$ cat config.mk
export PLATFORM = sky130hd
export DESIGN_NAME = response_packet_deframer_flat
export DESIGN_NICKNAME = d
export VERILOG_FILES = /design/src/rtl/core/rpd_pkg.sv /design/src/rtl/core/rpd_in_if.sv /design/src/rtl/core/rpd_out_if.sv /design/src/rtl/core/rpd_cfg_if.sv /design/src/rtl/core/rpd_cfg_regs.sv /design/src/rtl/core/rpd_engine.sv /design/src/rtl/core/response_packet_deframer.sv /design/src/flat_wrapper.sv
export SDC_FILE = /design/constraint.sdc
export NUM_CORES = 1
export LEC_CHECK = 0
export BUFFER_PORTS_ARGS = -buffer_cell sky130_fd_sc_hd__buf_4
export CAP_MARGIN = 20
export CORE_ASPECT_RATIO = 1.2
export CORE_MARGIN = 2
export CORE_UTILIZATION = 60
export DETAILED_ROUTE_END_ITERATION = 16
export PLACE_DENSITY = 0.8
export SYNTH_ARGS = -nofsm -noshare
export SYNTH_HDL_FRONTEND = slang
export SYNTH_HIERARCHICAL = 1
export SYNTH_SLANG_ARGS = --single-unit
$ cat constraint.sdc
create_clock -name clk -period 11.45 [get_ports clk]
set_input_delay 1.7175 -clock clk [delete_from_list [all_inputs] [get_ports clk]]
set_output_delay 1.7175 -clock clk [all_outputs]
set_load 0.01 [all_outputs]
$ cat src/rtl/core/rpd_pkg.sv
// Shared types, codes and constants for the response packet deframer.
// No dependencies; the register file, the engine, the deframer and the testbench refer to this package.
package rpd_pkg;

  // Request modes
  localparam logic [1:0] MODE_ARM  = 2'd0;
  localparam logic [1:0] MODE_BYTE = 2'd1;
  localparam logic [1:0] MODE_TICK = 2'd2;

  // End-of-read status codes
  localparam logic [2:0] STAT_OK        = 3'd0;
  localparam logic [2:0] STAT_TIMEOUT   = 3'd1;
  localparam logic [2:0] STAT_BAD_START = 3'd2;
  localparam logic [2:0] STAT_BAD_ID    = 3'd3;
  localparam logic [2:0] STAT_BAD_SUM   = 3'd4;

  // Result kinds and packet kinds
  localparam logic RES_DATA = 1'b0;
  localparam logic RES_END  = 1'b1;
  localparam logic PKT_RESPONSE = 1'b0;
  localparam logic PKT_DATA     = 1'b1;

  // Configuration register indexes
  localparam int CFG_IDX_W = 2;
  localparam logic [CFG_IDX_W-1:0] CFG_RESPONSE_START = 2'd0;
  localparam logic [CFG_IDX_W-1:0] CFG_DATA_START     = 2'd1;
  localparam logic [CFG_IDX_W-1:0] CFG_DEVICE_ID      = 2'd2;
  localparam logic [CFG_IDX_W-1:0] CFG_TIMEOUT        = 2'd3;

  // Configuration reset values
  localparam logic [15:0] RST_RESPONSE_START = 16'd21930;
  localparam logic [15:0] RST_DATA_START     = 16'd23205;
  localparam logic [15:0] RST_DEVICE_ID      = 16'd256;
  localparam logic [15:0] RST_TIMEOUT        = 16'd1000;

  localparam logic [15:0] LOW_BYTE_MASK = 16'h00FF;
  localparam logic [15:0] MIN_LENGTH    = 16'd6;
  localparam logic [15:0] TICKS_MAX     = 16'hFFFF;

  typedef struct packed {
    logic [1:0]  mode;
    logic [7:0]  byte_value;
    logic [15:0] expected_length;
  } item_t;

  typedef struct packed {
    logic        result_kind;
    logic [7:0]  payload_byte;
    logic [2:0]  status;
    logic        packet_kind;
    logic [31:0] parameter_word;
    logic [15:0] response_code;
  } result_t;

  typedef struct packed {
    logic [15:0] response_start_code;
    logic [15:0] data_start_code;
    logic [15:0] device_id_code;
    logic [15:0] timeout_ticks;
  } cfg_t;

endpackage

$ cat src/rtl/core/rpd_in_if.sv
// Input request channel of the deframer: valid/ready plus one item.
// Depends on nothing.
interface rpd_in_if;
  logic        valid;
  logic        ready;
  logic [1:0]  mode;
  logic [7:0]  byte_value;
  logic [15:0] expected_length;

  modport source(output valid, mode, byte_value, expected_length, input ready);
  modport sink(input valid, mode, byte_value, expected_length, output ready);
endinterface

$ cat src/rtl/core/rpd_out_if.sv
// Result channel of the deframer: valid/ready plus one result item.
// Depends on nothing.
interface rpd_out_if;
  logic        valid;
  logic        ready;
  logic        result_kind;
  logic [7:0]  payload_byte;
  logic [2:0]  status;
  logic        packet_kind;
  logic [31:0] parameter_word;
  logic [15:0] response_code;

  modport source(output valid, result_kind, payload_byte, status, packet_kind,
                 parameter_word, response_code, input ready);
  modport sink(input valid, result_kind, payload_byte, status, packet_kind,
               parameter_word, response_code, output ready);
endinterface

$ cat src/rtl/core/rpd_cfg_if.sv
// Configuration write channel of the deframer: valid/ready, index, data.
// Depends on nothing.
interface rpd_cfg_if;
  logic        valid;
  logic        ready;
  logic [1:0]  index;
  logic [15:0] data;

  modport source(output valid, index, data, input ready);
  modport sink(input valid, index, data, output ready);
endinterface

$ cat src/rtl/core/rpd_cfg_regs.sv
// Configuration register file of the deframer (start codes, id, timeout).
// Depends on rpd_pkg and rpd_cfg_if.
module rpd_cfg_regs (
  input  logic           clk,
  input  logic           rst,
  rpd_cfg_if.sink        cfg,
  output rpd_pkg::cfg_t  regs
);

  assign cfg.ready = 1'b1;

  // Register writes
  always_ff @(posedge clk) begin
    if (rst) begin
      regs.response_start_code <= rpd_pkg::RST_RESPONSE_START;
      regs.data_start_code     <= rpd_pkg::RST_DATA_START;
      regs.device_id_code      <= rpd_pkg::RST_DEVICE_ID;
      regs.timeout_ticks       <= rpd_pkg::RST_TIMEOUT;
    end else if (cfg.valid) begin
      unique case (cfg.index)
        rpd_pkg::CFG_RESPONSE_START: regs.response_start_code <= cfg.data;
        rpd_pkg::CFG_DATA_START:     regs.data_start_code     <= cfg.data;
        rpd_pkg::CFG_DEVICE_ID:      regs.device_id_code      <= cfg.data;
        rpd_pkg::CFG_TIMEOUT:        regs.timeout_ticks       <= cfg.data;
        default: ;
      endcase
    end
  end

endmodule

$ cat src/rtl/core/rpd_engine.sv
// Per-request deframing engine: read state registers and the one-pass update
// that yields the next state and at most one result. Depends on rpd_pkg.
module rpd_engine (
  input  logic             clk,
  input  logic             rst,
  input  logic             fire,
  input  rpd_pkg::item_t   item,
  input  rpd_pkg::cfg_t    regs,
  output logic             res_valid,
  output rpd_pkg::result_t res
);

  // Read state
  logic        armed, armed_next;
  logic [15:0] pos, pos_next;
  logic [15:0] len, len_next;
  logic [15:0] sum, sum_next;
  logic        kind, kind_next;
  logic [31:0] param, param_next;
  logic [15:0] code, code_next;
  logic [15:0] idle, idle_next;

  // Working values
  logic [15:0] p;
  logic [16:0] p_plus;
  logic [15:0] idx;
  logic [15:0] sum_add;
  logic [15:0] idle_inc;
  logic [7:0]  b;
  logic [7:0]  rs_hi, rs_lo, ds_hi, ds_lo, id_hi, id_lo;
  logic        fin;
  logic [2:0]  fin_status;

  assign b      = item.byte_value;
  assign p      = pos + 16'd1;
  assign p_plus = {1'b0, p} + 17'd1;
  assign idx    = p - 16'd5;
  assign sum_add  = sum + {8'h00, b};
  assign idle_inc = (idle == rpd_pkg::TICKS_MAX) ? idle : idle + 16'd1;
  assign rs_hi = regs.response_start_code[15:8];
  assign rs_lo = 8'(regs.response_start_code & rpd_pkg::LOW_BYTE_MASK);
  assign ds_hi = regs.data_start_code[15:8];
  assign ds_lo = 8'(regs.data_start_code & rpd_pkg::LOW_BYTE_MASK);
  assign id_hi = regs.device_id_code[15:8];
  assign id_lo = 8'(regs.device_id_code & rpd_pkg::LOW_BYTE_MASK);

  // Next state and result
  always_comb begin
    armed_next = armed;
    pos_next   = pos;
    len_next   = len;
    sum_next   = sum;
    kind_next  = kind;
    param_next = param;
    code_next  = code;
    idle_next  = idle;
    fin        = 1'b0;
    fin_status = rpd_pkg::STAT_OK;
    res_valid  = 1'b0;
    res        = '0;

    unique case (item.mode)
      rpd_pkg::MODE_ARM: begin
        armed_next = 1'b1;
        len_next   = (item.expected_length < rpd_pkg::MIN_LENGTH) ?
                     rpd_pkg::MIN_LENGTH : item.expected_length;
        pos_next   = '0;
        sum_next   = '0;
        kind_next  = rpd_pkg::PKT_RESPONSE;
        param_next = '0;
        code_next  = '0;
        idle_next  = '0;
      end
      rpd_pkg::MODE_BYTE: begin
        if (armed) begin
          idle_next = '0;
          pos_next  = p;
          if (p == 16'd1) begin
            // first start byte picks the packet kind
            sum_next = sum_add;
            if (b == rs_hi) begin
              kind_next = rpd_pkg::PKT_RESPONSE;
            end else if (b == ds_hi) begin
              kind_next = rpd_pkg::PKT_DATA;
            end else begin
              fin = 1'b1;
              fin_status = rpd_pkg::STAT_BAD_START;
            end
          end else if (p == 16'd2) begin
            sum_next = sum_add;
            if (b == rs_lo) begin
              if (kind != rpd_pkg::PKT_RESPONSE) begin
                fin = 1'b1;
                fin_status = rpd_pkg::STAT_BAD_START;
              end
            end else if (b == ds_lo) begin
              if (kind != rpd_pkg::PKT_DATA) begin
                fin = 1'b1;
                fin_status = rpd_pkg::STAT_BAD_START;
              end
            end else begin
              fin = 1'b1;
              fin_status = rpd_pkg::STAT_BAD_START;
            end
          end else if (p == 16'd3 || p == 16'd4) begin
            sum_next = sum_add;
            if (b != ((p == 16'd3) ? id_hi : id_lo)) begin
              fin = 1'b1;
              fin_status = rpd_pkg::STAT_BAD_ID;
            end
          end else if (p_plus < {1'b0, len}) begin
            // payload byte
            sum_next = sum_add;
            if (kind == rpd_pkg::PKT_DATA) begin
              res_valid        = 1'b1;
              res.result_kind  = rpd_pkg::RES_DATA;
              res.payload_byte = b;
              res.status       = rpd_pkg::STAT_OK;
              res.packet_kind  = rpd_pkg::PKT_DATA;
            end else if (idx < 16'd4) begin
              param_next = param | ({24'h000000, b} << {idx[1:0], 3'b000});
            end else if (idx == 16'd4) begin
              code_next = code | {8'h00, b};
            end else if (idx == 16'd5) begin
              code_next = code | {b, 8'h00};
            end
          end else if (p_plus == {1'b0, len}) begin
            // trailer low byte
            if (b != sum[7:0]) begin
              fin = 1'b1;
              fin_status = rpd_pkg::STAT_BAD_SUM;
            end
          end else begin
            // trailer high byte closes the read
            fin = 1'b1;
            fin_status = (b != sum[15:8]) ? rpd_pkg::STAT_BAD_SUM : rpd_pkg::STAT_OK;
          end
        end
      end
      rpd_pkg::MODE_TICK: begin
        if (armed) begin
          idle_next = idle_inc;
          if (idle_inc >= regs.timeout_ticks) begin
            fin = 1'b1;
            fin_status = rpd_pkg::STAT_TIMEOUT;
          end
        end
      end
      default: ;
    endcase

    // End of read
    if (fin) begin
      armed_next      = 1'b0;
      res_valid       = 1'b1;
      res.result_kind = rpd_pkg::RES_END;
      res.status      = fin_status;
      res.packet_kind = kind;
      if (fin_status == rpd_pkg::STAT_OK && kind == rpd_pkg::PKT_RESPONSE) begin
        res.parameter_word = param;
        res.response_code  = code;
      end
    end
  end

  // State update on each processed request
  always_ff @(posedge clk) begin
    if (rst) begin
      armed <= 1'b0;
      pos   <= '0;
      len   <= '0;
      sum   <= '0;
      kind  <= 1'b0;
      param <= '0;
      code  <= '0;
      idle  <= '0;
    end else if (fire) begin
      armed <= armed_next;
      pos   <= pos_next;
      len   <= len_next;
      sum   <= sum_next;
      kind  <= kind_next;
      param <= param_next;
      code  <= code_next;
      idle  <= idle_next;
    end
  end

endmodule

$ cat src/rtl/core/response_packet_deframer.sv
// Response packet deframer. Each request (arm, received byte or time tick)
// is captured in an input register, processed combinationally by the engine
// against the read state, and any result lands in an output register; one
// request is taken every clock while results drain.
module response_packet_deframer (
  input  logic       clk,
  input  logic       rst,
  rpd_in_if.sink     item_in,
  rpd_out_if.source  result_out,
  rpd_cfg_if.sink    cfg
);

  rpd_pkg::cfg_t    regs;
  rpd_pkg::item_t   in_q;
  logic             in_q_valid;
  rpd_pkg::result_t out_q;
  logic             out_valid;
  logic             advance;
  logic             eng_res_valid;
  rpd_pkg::result_t eng_res;

  rpd_cfg_regs u_cfg (
    .clk  (clk),
    .rst  (rst),
    .cfg  (cfg),
    .regs (regs)
  );

  // Pipeline handshake
  assign advance       = in_q_valid && (!out_valid || result_out.ready);
  assign item_in.ready = !in_q_valid || advance;

  // Input register
  always_ff @(posedge clk) begin
    if (rst) begin
      in_q_valid <= 1'b0;
    end else if (item_in.valid && item_in.ready) begin
      in_q_valid <= 1'b1;
    end else if (advance) begin
      in_q_valid <= 1'b0;
    end
  end

  always_ff @(posedge clk) begin
    if (item_in.valid && item_in.ready) begin
      in_q.mode            <= item_in.mode;
      in_q.byte_value      <= item_in.byte_value;
      in_q.expected_length <= item_in.expected_length;
    end
  end

  rpd_engine u_engine (
    .clk       (clk),
    .rst       (rst),
    .fire      (advance),
    .item      (in_q),
    .regs      (regs),
    .res_valid (eng_res_valid),
    .res       (eng_res)
  );

  // Output register
  always_ff @(posedge clk) begin
    if (rst) begin
      out_valid <= 1'b0;
    end else if (advance && eng_res_valid) begin
      out_valid <= 1'b1;
    end else if (result_out.ready) begin
      out_valid <= 1'b0;
    end
  end

  always_ff @(posedge clk) begin
    if (advance && eng_res_valid) begin
      out_q <= eng_res;
    end
  end

  assign result_out.valid          = out_valid;
  assign result_out.result_kind    = out_q.result_kind;
  assign result_out.payload_byte   = out_q.payload_byte;
  assign result_out.status         = out_q.status;
  assign result_out.packet_kind    = out_q.packet_kind;
  assign result_out.parameter_word = out_q.parameter_word;
  assign result_out.response_code  = out_q.response_code;

  // A new result only appears after the engine processed a request
  a_result_from_engine: assert property (@(posedge clk) disable iff (rst)
    $rose(out_valid) |-> $past(advance && eng_res_valid))
    else $error("result appeared without a processed request");

  // A held request is kept while the output side is stalled
  a_input_held: assert property (@(posedge clk) disable iff (rst)
    (in_q_valid && out_valid && !result_out.ready) |=> in_q_valid)
    else $error("pending request lost during output stall");

  // Payload bytes only come from data packets and carry no status
  a_data_byte_kind: assert property (@(posedge clk) disable iff (rst)
    (eng_res_valid && eng_res.result_kind == rpd_pkg::RES_DATA) |->
      (eng_res.packet_kind == rpd_pkg::PKT_DATA && eng_res.status == rpd_pkg::STAT_OK))
    else $error("payload byte result from a non-data packet");

endmodule

$ cat src/flat_wrapper.sv
// flat-port wrapper written by rule: the top's interface ports become plain ports
module response_packet_deframer_flat 
  (clk, rst, item_in_valid, item_in_mode, item_in_byte_value, item_in_expected_length, item_in_ready, result_out_valid, result_out_result_kind, result_out_payload_byte, result_out_status, result_out_packet_kind, result_out_parameter_word, result_out_response_code, result_out_ready, cfg_valid, cfg_index, cfg_data, cfg_ready);
  rpd_in_if item_in_i ();
  rpd_out_if result_out_i ();
  rpd_cfg_if cfg_i ();
  input  logic clk;
  input  logic rst;
  input wire logic [$bits(item_in_i.valid)-1:0] item_in_valid;
  input wire logic [$bits(item_in_i.mode)-1:0] item_in_mode;
  input wire logic [$bits(item_in_i.byte_value)-1:0] item_in_byte_value;
  input wire logic [$bits(item_in_i.expected_length)-1:0] item_in_expected_length;
  output wire logic [$bits(item_in_i.ready)-1:0] item_in_ready;
  output wire logic [$bits(result_out_i.valid)-1:0] result_out_valid;
  output wire logic [$bits(result_out_i.result_kind)-1:0] result_out_result_kind;
  output wire logic [$bits(result_out_i.payload_byte)-1:0] result_out_payload_byte;
  output wire logic [$bits(result_out_i.status)-1:0] result_out_status;
  output wire logic [$bits(result_out_i.packet_kind)-1:0] result_out_packet_kind;
  output wire logic [$bits(result_out_i.parameter_word)-1:0] result_out_parameter_word;
  output wire logic [$bits(result_out_i.response_code)-1:0] result_out_response_code;
  input wire logic [$bits(result_out_i.ready)-1:0] result_out_ready;
  input wire logic [$bits(cfg_i.valid)-1:0] cfg_valid;
  input wire logic [$bits(cfg_i.index)-1:0] cfg_index;
  input wire logic [$bits(cfg_i.data)-1:0] cfg_data;
  output wire logic [$bits(cfg_i.ready)-1:0] cfg_ready;
  assign item_in_i.valid = item_in_valid;
  assign item_in_i.mode = item_in_mode;
  assign item_in_i.byte_value = item_in_byte_value;
  assign item_in_i.expected_length = item_in_expected_length;
  assign item_in_ready = item_in_i.ready;
  assign result_out_valid = result_out_i.valid;
  assign result_out_result_kind = result_out_i.result_kind;
  assign result_out_payload_byte = result_out_i.payload_byte;
  assign result_out_status = result_out_i.status;
  assign result_out_packet_kind = result_out_i.packet_kind;
  assign result_out_parameter_word = result_out_i.parameter_word;
  assign result_out_response_code = result_out_i.response_code;
  assign result_out_i.ready = result_out_ready;
  assign cfg_i.valid = cfg_valid;
  assign cfg_i.index = cfg_index;
  assign cfg_i.data = cfg_data;
  assign cfg_ready = cfg_i.ready;
  response_packet_deframer u_core (.clk(clk), .rst(rst), .item_in(item_in_i), .result_out(result_out_i), .cfg(cfg_i));
endmodule
# Word level (Yosys, flattened, before mapping)
# Index checks and enable logic that the tools add are counted.
[word_totals]
reg_bits = 267
input_bits = 49
output_inout_bits = 64
elab_cells = 198
[op_classes]
addsub = 5
magnitude_cmp = 4
n_eq_ne = 33
shifts = 1
muxes = 94
bitwise = 7
n_reduce_logical = 31
[op_table]
columns = ["cell", "n"]
rows = [
  ["$mux 16", 19],
  ["$mux 32", 7],
  ["$pmux 16 s2", 3],
  ["$mux 12", 6],
  ["$pmux 32 s2", 1],
  ["$mux 52", 1],
  ["$eq 16x3->1 const B", 3],
  ["$mux 48", 1],
  ["$pmux 16 s3", 1],
  ["$mux 1", 35],
  ["$add 16x1->16 const B", 2],
  ["$eq 16x2->1 const B", 2],
  ["$eq 8x8->1", 4],
  ["$lt 16x3->1 const B", 2],
  ["$or 32x32->32", 1],
  ["$shl 8x5->32", 1],
  ["$mux 3", 10],
  ["$ne 8x8->1", 3],
  ["$ne 2x2->1 const B", 10],
  ["$add 16x1->17 const B", 1],
  ["$eq 17x16->1", 1],
  ["$lt 17x16->1", 1],
  ["$add 16x8->16", 1],
  ["$eq 16x1->1 const B", 1],
  ["29 further kinds", 58],
]

# Depth between registers and ports, before layout
[logic_depth]
word_depth = 14
ltp_mapped = 20
ltp_nobuf = 19

# By module
# Netlist, hierarchy kept.
[modules_own_cells]
columns = ["mod", "n_inst", "cells_per_inst", "area_per_inst_um2", "seq_area_each_um2"]
rows = [
  ["rpd_engine", 1, 1119, 8968.6, 2282.2],
  ["response_packet_deframer", 1, 98, 2715.1, 2652.5],
  ["rpd_cfg_regs", 1, 247, 2572.5, 1281.2],
]

# Worst setup path before layout
# OpenSTA, ideal clock, no wires.
[synth_timing]
path_type = "register to register"
startpoint = "register u_core.u_engine.pos[1]"
endpoint = "register u_core.out_q (netlist bit u_core/result_out.packet_kind), enable pin"
setup_time_ns = 0.488
arrival_ns = 6.493
required_ns = 10.962
slack_ns = 4.470
stages_incl_launch_ff = 19
path_buffers = 1
cell_sequence = "dfxtp_1 -> ha_1 -> buf_6 -> xor2_4 -> o211ai_2 -> a2111oi_4 -> and3_4 -> nand2_1 -> xnor2_1 -> ha_1 -> a2111oi_0 -> nand4_1 -> o32ai_1 -> o31ai_4 -> nor2b_1 -> nand3_1 -> nand3_1 -> nand2_1 -> nor2b_1"
[synth_via]
elab_chain_cells = 12
[synth_rtl]
columns = ["item", "line", "text"]
rows = [
  ["start: declaration", "rpd_engine.sv:15", "logic [15:0] pos, pos_next;"],
  ["start signal: assignment", "rpd_engine.sv:179", "pos <= pos_next;"],
  ["$add 16x1->16 *", "rpd_engine.sv:35", "assign p = pos + 16'd1;"],
  ["branches (longest 9 deep; another with $add 16x1->17)", "--", ""],
  ["$mux 1 *", "rpd_engine.sv:153", "if (fin) begin"],
  ["named net u_core.eng_res_valid", "response_packet_deframer.sv:19", "logic eng_res_valid;"],
  ["$logic_and 1x1->1 *", "response_packet_deframer.sv:74", "if (advance && eng_res_valid) begin"],
  ["end signal: assignment", "response_packet_deframer.sv:75", "out_q <= eng_res;"],
  ["end: declaration", "response_packet_deframer.sv:16", "rpd_pkg::result_t out_q;"],
]
# Mark *: on every way through the listed nets, which the timed path passes.
# A chain may end at the register's enable or synchronous reset.

# Worst setup path in the final report
[layout_timing]
startpoint = "register u_core.u_engine.pos[2]"
endpoint = "register u_core.out_q (netlist bit u_core/result_out.response_code[12]), enable pin"
# The elaborated chain is that of the path after synthesis.

==> summary.md <==
| Metric | Value |
|---|---|
| Layout cell share with drive strength beyond 1 | `14.85%` |
| Worst Setup End Kind | `flip-flop` |
| Number of synthesized register bits | `267` |
| Number of antenna-violating nets in the routed design | `0` |
| Clock edge transition at the registers on the reported setup and hold paths | `60 ps` |
| Floorplan Core Area | `23280 um2` |
| Critical path's top delay family | `simple AND/OR/NAND/NOR gates` |
| Slew headroom | `25.67%` |
| Type of element launching the critical path | `flip-flop` |
| Total number of yosys warnings | `6` |
| Worst reg2reg path depth | `20` |
| Remaining Overflow, GRT | `0` |
| Largest cells by area after synthesis | `sky130_fd_sc_hd__dfxtp_1 25%, sky130_fd_sc_hd__edfxtp_1 18%, sky130_fd_sc_hd__mux2i_1 5.3%, sky130_fd_sc_hd__ha_1 4.6%, sky130_fd_sc_hd__nand2_1 3.4%` |
| Setup clock skew after layout | `15.38 ps` |
| Number of buffers and inverters on the critical path | `1` |
| Length of the first detailed-routing pass in iterations | `5` |
| Transition time at the pin with the least slew margin | `1111 ps` |
| Status | `finished, final reports clean` |
| Routed WL per cell | `18.62 um` |
| Number of hold violations in the final report | `0` |
| Max Root-Sink Buffers | `3` |
| Required time reported for the critical path endpoint | `11620 ps` |
| DR iter-0 viols | `951` |
| Max-slew violation count | `0` |
| Number of clock sinks | `267` |
| Power density of the placed cells | `128.5 nW/um2` |
| Post-layout instance count excluding filler cells | `1857` |
| Y dimension of the die | `172.9 um` |
| Fill cells | `1781` |
| Max FO, Critical Path | `58` |
| Mapped Avg Cell Area | `9.738 um2` |
| Die outline area | `25010 um2` |
| Number of logic stages on the critical path including buffering | `20` |
| Hold Crit Class | `flip-flop to flip-flop` |
| Instance count after placement with tap cells included | `1806` |
| Post-detail-place hpwl | `23830 um` |
| Kind of critical path | `flip-flop to flip-flop` |
| Post-cts repair resize count | `0` |
| Gpl congestion | `0.9758` |
| WL final | `34580 um` |
| Static leakage | `6.370 nW` |
| Number of inserted diodes | `0` |
| Width of the chip | `144.7 um` |
| Number of distinct library cells after synthesis | `92` |
| Synth top area share | `25.28%` |
| Pin count of the biggest net entering global routing | `106` |
| Starting Density | `61.24%` |
| Cell-by-cell trace of the critical path | `ha_1 > nand4_4 > nor2_1 > nand2_1 > mux2_2 > nand3b_1 > nor2_1 > nand2_1 > xnor2_1 > ha_1 > a2111oi_0 > nand4_1 > o32ai_1 > o31ai_4 > nor2b_1 > nand3_1 > nand3_1 > nand2_1 > nor2b_4 > buf_4` |
| TritonCTS clock tree | `yes` |
| Post-synth design cell area | `14260 um2` |
| RSZ-0062 raised after global routing | `false` |
| Via count of the first global-routing pass | `10489` |
| Number of buffers added on ports | `111` |
| Number of setup buffers added after CTS | `0` |
| Number of synthesized flops with an enable pin | `87` |
| Detailed-route via count | `11087` |
| Share of synthesized registers carrying an async set or reset | `0%` |
| Top_reg_cell synth | `sky130_fd_sc_hd__dfxtp_1` |
| GRT Resource Usage Total | `27.14%` |
| Largest area contributor in the synthesized netlist | `sky130_fd_sc_hd__dfxtp_1` |
| Clk Tree Root Cell | `sky130_fd_sc_hd__clkbuf_16` |
| Number of nets in the finished design | `1624` |
| Layout area overhead | `12.52%` |
| Slowest-stage cell, CP | `sky130_fd_sc_hd__dfxtp_1` |
| Placement row count | `61` |
| Hold Path Depth | `2` |
| Post-Syn Instances | `1464` |
| Post-layout min period | `5999 ps` |
| Most prevalent standard cell on the critical path | `sky130_fd_sc_hd__nand2_1` |
| Setup tns final | `0 ps` |
| Post-detailed-route DRC marker count | `0` |
| Achievable Freq | `0.1667 GHz` |
| Largest vdd supply drop | `139.6 uV` |
| Net count after synthesis | `1566` |
| CTS H-tree depth | `1` |
| Via count normalized by instance count | `5.970` |
| Ratio of final minimum period to clock period | `52.39%` |
| Setup violators final | `0` |
| Number of antenna violations at the first check in global routing | `0` |
| Share of the yosys chip area belonging to registers | `43.60%` |
| Delay contributed by the slowest stage of the critical path | `660 ps` |
| Total I/O pin count | `113` |
| Total CTS buffers | `26` |
| Clock network latency to the later pin of the worst-skew pair | `540 ps` |
| Critical path arrival | `6170 ps` |
| Wire length of the first global-routing pass | `54560 um` |
| Post-CTS Hold Buffers | `0` |
| Number of maximum-capacitance violations | `0` |
final cells by class:
type | count | area [um2] | area share (%)
clock inverters | 20 | 250.2 | 1.560
repair buffers | 122 | 935.9 | 5.834
inverters | 55 | 206.4 | 1.287
clock buffers | 28 | 658.1 | 4.103
well taps | 315 | 394.1 | 2.457
multi-input cells | 1050 | 7381 | 46.01
flip-flops and latches | 267 | 6216 | 38.75
synth_stat cells, types with 15 or more instances:
master                     count
sky130_fd_sc_hd__dfxtp_1     180
sky130_fd_sc_hd__nand2_1     129
sky130_fd_sc_hd__nor2_1      122
sky130_fd_sc_hd__edfxtp_1     87
sky130_fd_sc_hd__mux2i_1      75
sky130_fd_sc_hd__nand2b_1     69
sky130_fd_sc_hd__a21oi_1      59
sky130_fd_sc_hd__inv_1        55
sky130_fd_sc_hd__ha_1         52
sky130_fd_sc_hd__xnor2_1      51
sky130_fd_sc_hd__clkbuf_1     47
sky130_fd_sc_hd__xor2_1       46
sky130_fd_sc_hd__nand3_1      43
sky130_fd_sc_hd__o21ai_0      36
sky130_fd_sc_hd__o21ai_1      35
sky130_fd_sc_hd__nor4b_1      29
sky130_fd_sc_hd__nor4_1       24
sky130_fd_sc_hd__buf_2        22
sky130_fd_sc_hd__nor4b_2      20
sky130_fd_sc_hd__a22oi_1      18
sky130_fd_sc_hd__and2_1       18
sky130_fd_sc_hd__nand4_1      18
sky130_fd_sc_hd__nor2b_1      18
sky130_fd_sc_hd__nor3_1       15
per-layer routing:
metal	global-route usage, %	vias to the layer above	part of all wire, %
met4	8.091	0	3.0
met3	2.880	66	4.9
met1	35.26	5310	41
met5	0	-	0
li1	-	5351	-
met2	47.45	360	51
report_power, final:
group	switching (mW)	leakage [nW]	internal [mW]
logic	0.0880	3.52	0.0542
clock network	0.373	0.448	0.534
registers	0.0199	2.40	0.991
final timing paths:
check	end	slack, ps	start
max	u_core/result_out.response_code[12]	5450	u_core/u_engine/pos[2]
min	u_core/u_engine/param[16]	450	u_core/u_engine/param[16]
max reg2reg	u_core/result_out.response_code[12]	5450	u_core/u_engine/pos[2]
min reg2reg	u_core/u_engine/param[16]	450	u_core/u_engine/param[16]
sequential cells by signal (all words and copies together), names as in the netlist, 3 cells and up:
| name | flops |
|---|---|
| u_core/in_q | 26 |
| u_core/result_out.parameter_word | 32 |
| u_core/result_out.payload_byte | 8 |
| u_core/result_out.response_code | 16 |
| u_core/result_out.status | 3 |
| u_core/u_cfg/regs | 64 |
| u_core/u_engine/code | 16 |
| u_core/u_engine/idle | 16 |
| u_core/u_engine/len | 16 |
| u_core/u_engine/param | 32 |
| u_core/u_engine/pos | 16 |
| u_core/u_engine/sum | 16 |
kinds of logic after synthesis:
logic type,synth area share [%]
buf+inv,4.827
xor+xnor,6.495
simple gates,22.92
fa+ha+maj,4.704
mux,5.424
flops,43.60
other cells,0.02630
compound gates,12.01
through the flow:
step | hold WS, ps | instance area [um2] | util [%] | setup slack [ps] | power (mW)
6_report | 448.5 | 16040 | 68.91 | 5451 | 2.061
5_1_grt | 464.6 | 16040 | 68.91 | 4844 | 2.120
4_1_cts | 448.3 | 16000 | 68.73 | 5350 | 2.071
3_5_place_dp | 434.1 | 15090 | 64.83 | 5419 | 1.170
3_3_place_gp | 424.7 | 15090 | 64.83 | 5615 | 1.167
2_1_floorplan | 416.6 | 14260 | - | 4470 | 1.125
worst min-delay path: stages (launching register included):
cell	delay (ps)
sky130_fd_sc_hd__dfxtp_1	310
sky130_fd_sc_hd__nand2_1	50
sky130_fd_sc_hd__o21ai_1	50
layout by cell type, fill, tap and decap left out, drive strengths merged, types with 49 or more instances in the layout:
cell type / Yosys / layout
ha: 52 / 52
xor2: 49 / 49
buf: 45 / 122
a21oi: 59 / 59
o21ai: 71 / 71
inv: 55 / 58
dfxtp: 180 / 180
nand2b: 69 / 69
edfxtp: 87 / 87
mux2i: 75 / 75
nand2: 129 / 129
nor2: 122 / 122
xnor2: 52 / 52
nor4b: 49 / 49
Note: power is estimated with default switching activity, not from simulation.
